===== config.mk =====
export PLATFORM = sky130hd
export DESIGN_NAME = ffa_ctrl
export DESIGN_NICKNAME = d
export VERILOG_FILES = /design/src/sv/ffa_pkg.sv /design/src/sv/ffa_ctrl.sv
export SDC_FILE = /design/constraint.sdc
export NUM_CORES = 1
export LEC_CHECK = 0
export BUFFER_PORTS_ARGS = -buffer_cell sky130_fd_sc_hd__buf_4
export CORE_AREA = 2 2 39 41
export CTS_BUF_LIST = sky130_fd_sc_hd__clkbuf_16
export DETAILED_ROUTE_END_ITERATION = 8
export DIE_AREA = 0 0 41 43
export PLACE_DENSITY = 0.84
export SETUP_SLACK_MARGIN = 0.5
export SYNTH_ARGS = -nofsm -noshare
export SYNTH_HDL_FRONTEND = slang
export SYNTH_SLANG_ARGS = --single-unit
export TNS_END_PERCENT = 20

===== constraint.sdc =====
create_clock -name clk -period 2.4 [get_ports clk]
set_input_delay 0.12 -clock clk [delete_from_list [all_inputs] [get_ports clk]]
set_output_delay 0.12 -clock clk [all_outputs]
set_load 0.01 [all_outputs]

===== src/sv/ffa_pkg.sv =====
`timescale 1ns / 1ps
// ----------------------------------------------------------------------------
// ffa_pkg: shared types and constants of the first-fit allocator
// Request and response word layouts, status codes and command structs.
// ----------------------------------------------------------------------------
package ffa_pkg;

	localparam logic [1:0] ST_OK      = 2'd0;
	localparam logic [1:0] ST_NOFIT   = 2'd1;
	localparam logic [1:0] ST_FULL    = 2'd2;
	localparam logic [1:0] ST_UNKNOWN = 2'd3;

	localparam logic REQ_ALLOC = 1'b0;
	localparam logic REQ_FREE  = 1'b1;

	localparam logic CFG_HEAP_BASE = 1'b0;
	localparam logic CFG_HEAP_SIZE = 1'b1;

	typedef struct packed {
		logic        req_type;
		logic [31:0] alloc_size;
		logic [7:0]  align_bytes;
		logic [31:0] free_address;
	} req_t;

	typedef struct packed {
		logic [1:0]  status;
		logic [31:0] granted_address;
		logic [31:0] bytes_used;
		logic [6:0]  live_allocations;
	} rsp_t;

	// Commands from controller to datapath.
	typedef struct packed {
		logic init;       // reinitialize tables and counters
		logic load;       // capture request word
		logic clr_idx;    // index counters to zero
		logic rec_step;   // advance record scan
		logic seg_step;   // advance segment scan
		logic alloc_do;   // apply allocation
		logic free_do;    // apply free (merge or start insert)
		logic shift_step; // one entry of a table shift
		logic finish;     // build response
	} cmd_t;

	// Status from datapath to controller.
	typedef struct packed {
		logic is_free;
		logic rec_done;   // record scan ended
		logic rec_hit;    // free slot / matching record found
		logic seg_done;   // segment scan ended
		logic seg_hit;    // fitting segment / insert point found
		logic can_apply;  // free fits in segment table
		logic shift_done;
	} sts_t;

endpackage


===== src/sv/ffa_ctrl.sv =====
`timescale 1ns / 1ps
// ----------------------------------------------------------------------------
// ffa_ctrl: request sequencer
// Steps a request through record scan, segment scan, update and shifting.
// ----------------------------------------------------------------------------
module ffa_ctrl
	import ffa_pkg::*;
(
	input  logic clk,
	input  logic arst_n,
	input  logic in_valid,
	output logic in_ready,
	output logic out_valid,
	input  logic out_ready,
	input  logic cfg_we,
	input  sts_t sts,
	output cmd_t cmd,
	output logic fail_q
);

	typedef enum logic [6:0] {
		S_IDLE  = 7'b0000001,
		S_REC   = 7'b0000010,
		S_SEG   = 7'b0000100,
		S_APPLY = 7'b0001000,
		S_SHIFT = 7'b0010000,
		S_DONE  = 7'b0100000,
		S_OUT   = 7'b1000000
	} state_t;

	state_t state_q;
	logic   fail_d;

	always_comb begin
		cmd = '0;
		cmd.init = cfg_we;
		fail_d = 1'b0;
		case (state_q)
			S_IDLE: begin
				cmd.load = in_valid;
				cmd.clr_idx = in_valid;
			end
			S_REC: begin
				cmd.rec_step = !sts.rec_done;
				if (sts.rec_done && !sts.rec_hit) fail_d = 1'b1;
			end
			S_SEG: begin
				cmd.seg_step = !sts.seg_done;
				if (sts.seg_done && !sts.is_free && !sts.seg_hit) fail_d = 1'b1;
			end
			S_APPLY: begin
				if (sts.is_free && !sts.can_apply) fail_d = 1'b1;
				else begin
					cmd.alloc_do = !sts.is_free;
					cmd.free_do = sts.is_free;
				end
			end
			S_SHIFT: cmd.shift_step = !sts.shift_done;
			S_DONE: cmd.finish = 1'b1;
			S_OUT: ;
			default: ;
		endcase
	end

	always_ff @(posedge clk or negedge arst_n) begin
		if (!arst_n) begin
			state_q <= S_IDLE;
			fail_q <= 1'b0;
		end else begin
			case (state_q)
				S_IDLE: if (in_valid) begin
					state_q <= S_REC;
					fail_q <= 1'b0;
				end
				S_REC: if (sts.rec_done) begin
					if (fail_d) begin
						fail_q <= 1'b1;
						state_q <= S_DONE;
					end else state_q <= S_SEG;
				end
				S_SEG: if (sts.seg_done) begin
					if (fail_d) begin
						fail_q <= 1'b1;
						state_q <= S_DONE;
					end else state_q <= S_APPLY;
				end
				S_APPLY: begin
					if (fail_d) begin
						fail_q <= 1'b1;
						state_q <= S_DONE;
					end else state_q <= S_SHIFT;
				end
				S_SHIFT: if (sts.shift_done) state_q <= S_DONE;
				S_DONE: state_q <= S_OUT;
				S_OUT: if (out_ready) state_q <= S_IDLE;
				default: state_q <= S_IDLE;
			endcase
		end
	end

	assign in_ready = (state_q == S_IDLE);
	assign out_valid = (state_q == S_OUT);

endmodule


==> results.toml <==
[clock_network]
clk_latency_ps = 240
cts_buffers = 3
tritoncts = "yes"
clk_pin_slew_ps = 40
ctsLongestPathBuffers = 2
cts_sinks = 8
h-tree-depth = 1
clockRootBuffer = "clkbuf_16"

[layout]
final_cell_area_sq_um = 861
nNetsFinal = 107
area_growth_pct = 52.2
drive_gt1_share_pct = 38.3
instances_no_fill = 110
diodes = 0
final_common_cell = "buf_4"
final_cell_mix = "buf_4, nor2_1, nand2_1, nand2b_1, dfrtp_1"

[detailed_routing]
maxUsedRoutingLayer = "met4"
dr.pass1.iters = 4
wl_met3_um = 118
drtAntennaViolNets = 0
drc = 0
drtIter0Drc = 13
via_per_inst = 5.64
num_vias = 620
wl_mm = 1.68
met1Wirelength_um = 631
met2WireLength_um = 900
post_drt_wl_per_cell_um = 15.2

[worst_setup_path]
start_kind = "flip-flop"
regToRegEndpoint = "state_q[5]"
worst_ep_arrival_time_ps = 1820
critical_path_class = "reg2out"
reg2reg_slack_ps = 610
reg2reg_from = "state_q[0]"
cp-end-kind = "primary output"
r2r_cells = 4
crit_required_ps = 2280
cp_max_fo = 9

[synth]
netlist_instances = 67
yosysSeqAreaShare_pct = 35.6
synth_area_sq_um = 566
ys_seq_elements = 8
syn_area_per_cell_sq_um = 8.44
ys_types = 32
synth_fp_nets = 79
yosysWarnings = 0

[status]
status = "finished, final reports clean"

[placed_design]
placed_cells = 101
finalWeightedCongestion = 0.928
hpwlAfterDp_mm = 1.14
io_buffers = 21
placed_area_sq_um = 724

[worst_hold_path]
whs_path_depth = 2
holdPathEnd = "state_q[2]"
min_from = "sts[4]"
hp-class = "in2reg"

[grt]
grt_overflow = 0
grt_max_degree = 11
grt_pass1_wl_mm = 2.64
antenna_found_initial = 0
track_usage_pct = 23.6
grt_pass1_vias = 575

[timing]
slew_headroom_pct = 77.2
max_freq_mhz = 514
setup_viol = 0
report.final.slew_viol_count = 0
rsz0062_at_grt = "yes"
fin_crit_ps = 1940
finalCritPeriodShare_pct = 81.0
fin_tns_setup_ps = 0
max_slew.worst_pin.slew_ps = 342
hold_viol = 0
fin_skew_ps = 0.819

[power_and_ir_drop]
p_leak_nw = 0.447
vdd_ir_drop_max_uv = 625
pwr_density_cell_mw_per_mm2 = 933

[floorplanning]
start_util_pct = 40.9
core_sq_mm = 0.00138
die_area_sq_mm = 0.00176
die_y_um = 43
rows = 14
fp.dieW_um = 41
io_pins = 24

[run]
cap_violations = 0
==> per-layer routing <==
metal | up-vias | GRT usage (%)
met5 | - | 0
li1 | 295 | -
met2 | 25 | 33.4
met3 | 2 | 11.5
met1 | 298 | 27.8
met4 | 0 | 13.3
==> power by group <==
| part | switching [mW] | internal [mW] | leakage (nW) |
|---|---|---|---|
| sequential | 0.0415 | 0.171 | 0.103 |
| combinational | 0.148 | 0.151 | 0.301 |
| clock | 0.0745 | 0.218 | 0.0423 |
| total | 0.264 | 0.539 | 0.447 |
==> worst max path at each step <==
stage	from	endpoint	slack (ps)
floorplan	state_q[6]	state_q[5]	670
global placement	state_q[6]	state_q[5]	590
detailed placement	state_q[6]	state_q[5]	580
CTS	state_q[2]	cmd[5]	450
global route	state_q[0]	cmd[5]	430
finish	state_q[0]	cmd[5]	460
==> area by class of cell <==
class | instances | area [sq um]
Clock inverter | 1 | 3.75
Fill cell | 112 | 523
Multi-Input combinational cell | 53 | 349
Sequential cell | 8 | 204
Clock buffer | 3 | 75.1
Inverter | 3 | 11.3
Timing Repair Buffer | 26 | 198
Tap cell | 16 | 20.0
==> synthesized netlist by cell type (all sizes together) <==
| cell | instances | area share (%) |
|---|---|---|
| o22ai | 1 | 1.1 |
| nor2 | 9 | 6.0 |
| o21ba | 1 | 1.8 |
| dfrtp | 7 | 31 |
| inv | 3 | 2.0 |
| and2b | 1 | 1.3 |
| dfstp | 1 | 4.6 |
| o31a | 1 | 1.5 |
| nand3 | 1 | 0.88 |
| xnor2 | 1 | 1.5 |
| and4b | 2 | 3.5 |
| a31o | 1 | 1.5 |
| nand4b | 1 | 1.5 |
| buf | 2 | 2.7 |
| nor4 | 2 | 2.2 |
| nand4 | 1 | 1.1 |
| a21o | 1 | 1.3 |
| or4 | 2 | 4.0 |
| nand2 | 5 | 3.3 |
| nor3b | 2 | 2.7 |
| clkbuf | 1 | 0.66 |
| and3 | 2 | 2.2 |
| o21bai | 1 | 1.3 |
| a211oi | 2 | 2.7 |
| nor2b | 1 | 1.1 |
| nor3 | 4 | 3.5 |
| or3 | 1 | 1.1 |
| o211ai | 2 | 3.5 |
| o21ai | 2 | 1.8 |
| nand2b | 5 | 5.5 |
| a21oi | 1 | 0.88 |
==> timing repair <==
action | in CTS | in global routing
buffers inserted | 1 | 3
setup endpoints to repair | 3 | 5
gates resized for setup | 2 | 2
hold buffers | 1 | 0
endpoints found under the hold margin | 8 | 0
==> critical path: stages (launching register included) <==
cell	delay (ps)
dfstp_2	400
or4_4	540
or4_4	450
inv_1	80
buf_4	110
==> registers in the layout, indices dropped and copies added (netlist names) <==
register,count
fail_q,1
state_q,7
==> kinds of logic after synthesis <==
family                 count (synthesis)  share of synthesized area [%]
XOR/XNOR                               1                           1.55
AO/OA/AOI/OAI                         13                           17.5
buffers and inverters                  6                           5.31
AND/OR/NAND/NOR                       39                           40.0
flip-flops                             8                           35.6
==> through the flow <==
stage	util, %	setup WS, ps	hold WS, ps	total power [mW]
floorplan	-	672	-176	0.388
global placement	52.4	593	-54.7	0.481
detailed placement	52.4	576	-51.8	0.492
CTS	59.9	453	125	0.798
global route	62.2	426	133	0.847
finish	62.2	455	125	0.803
Power figures use the tool's default switching activity.
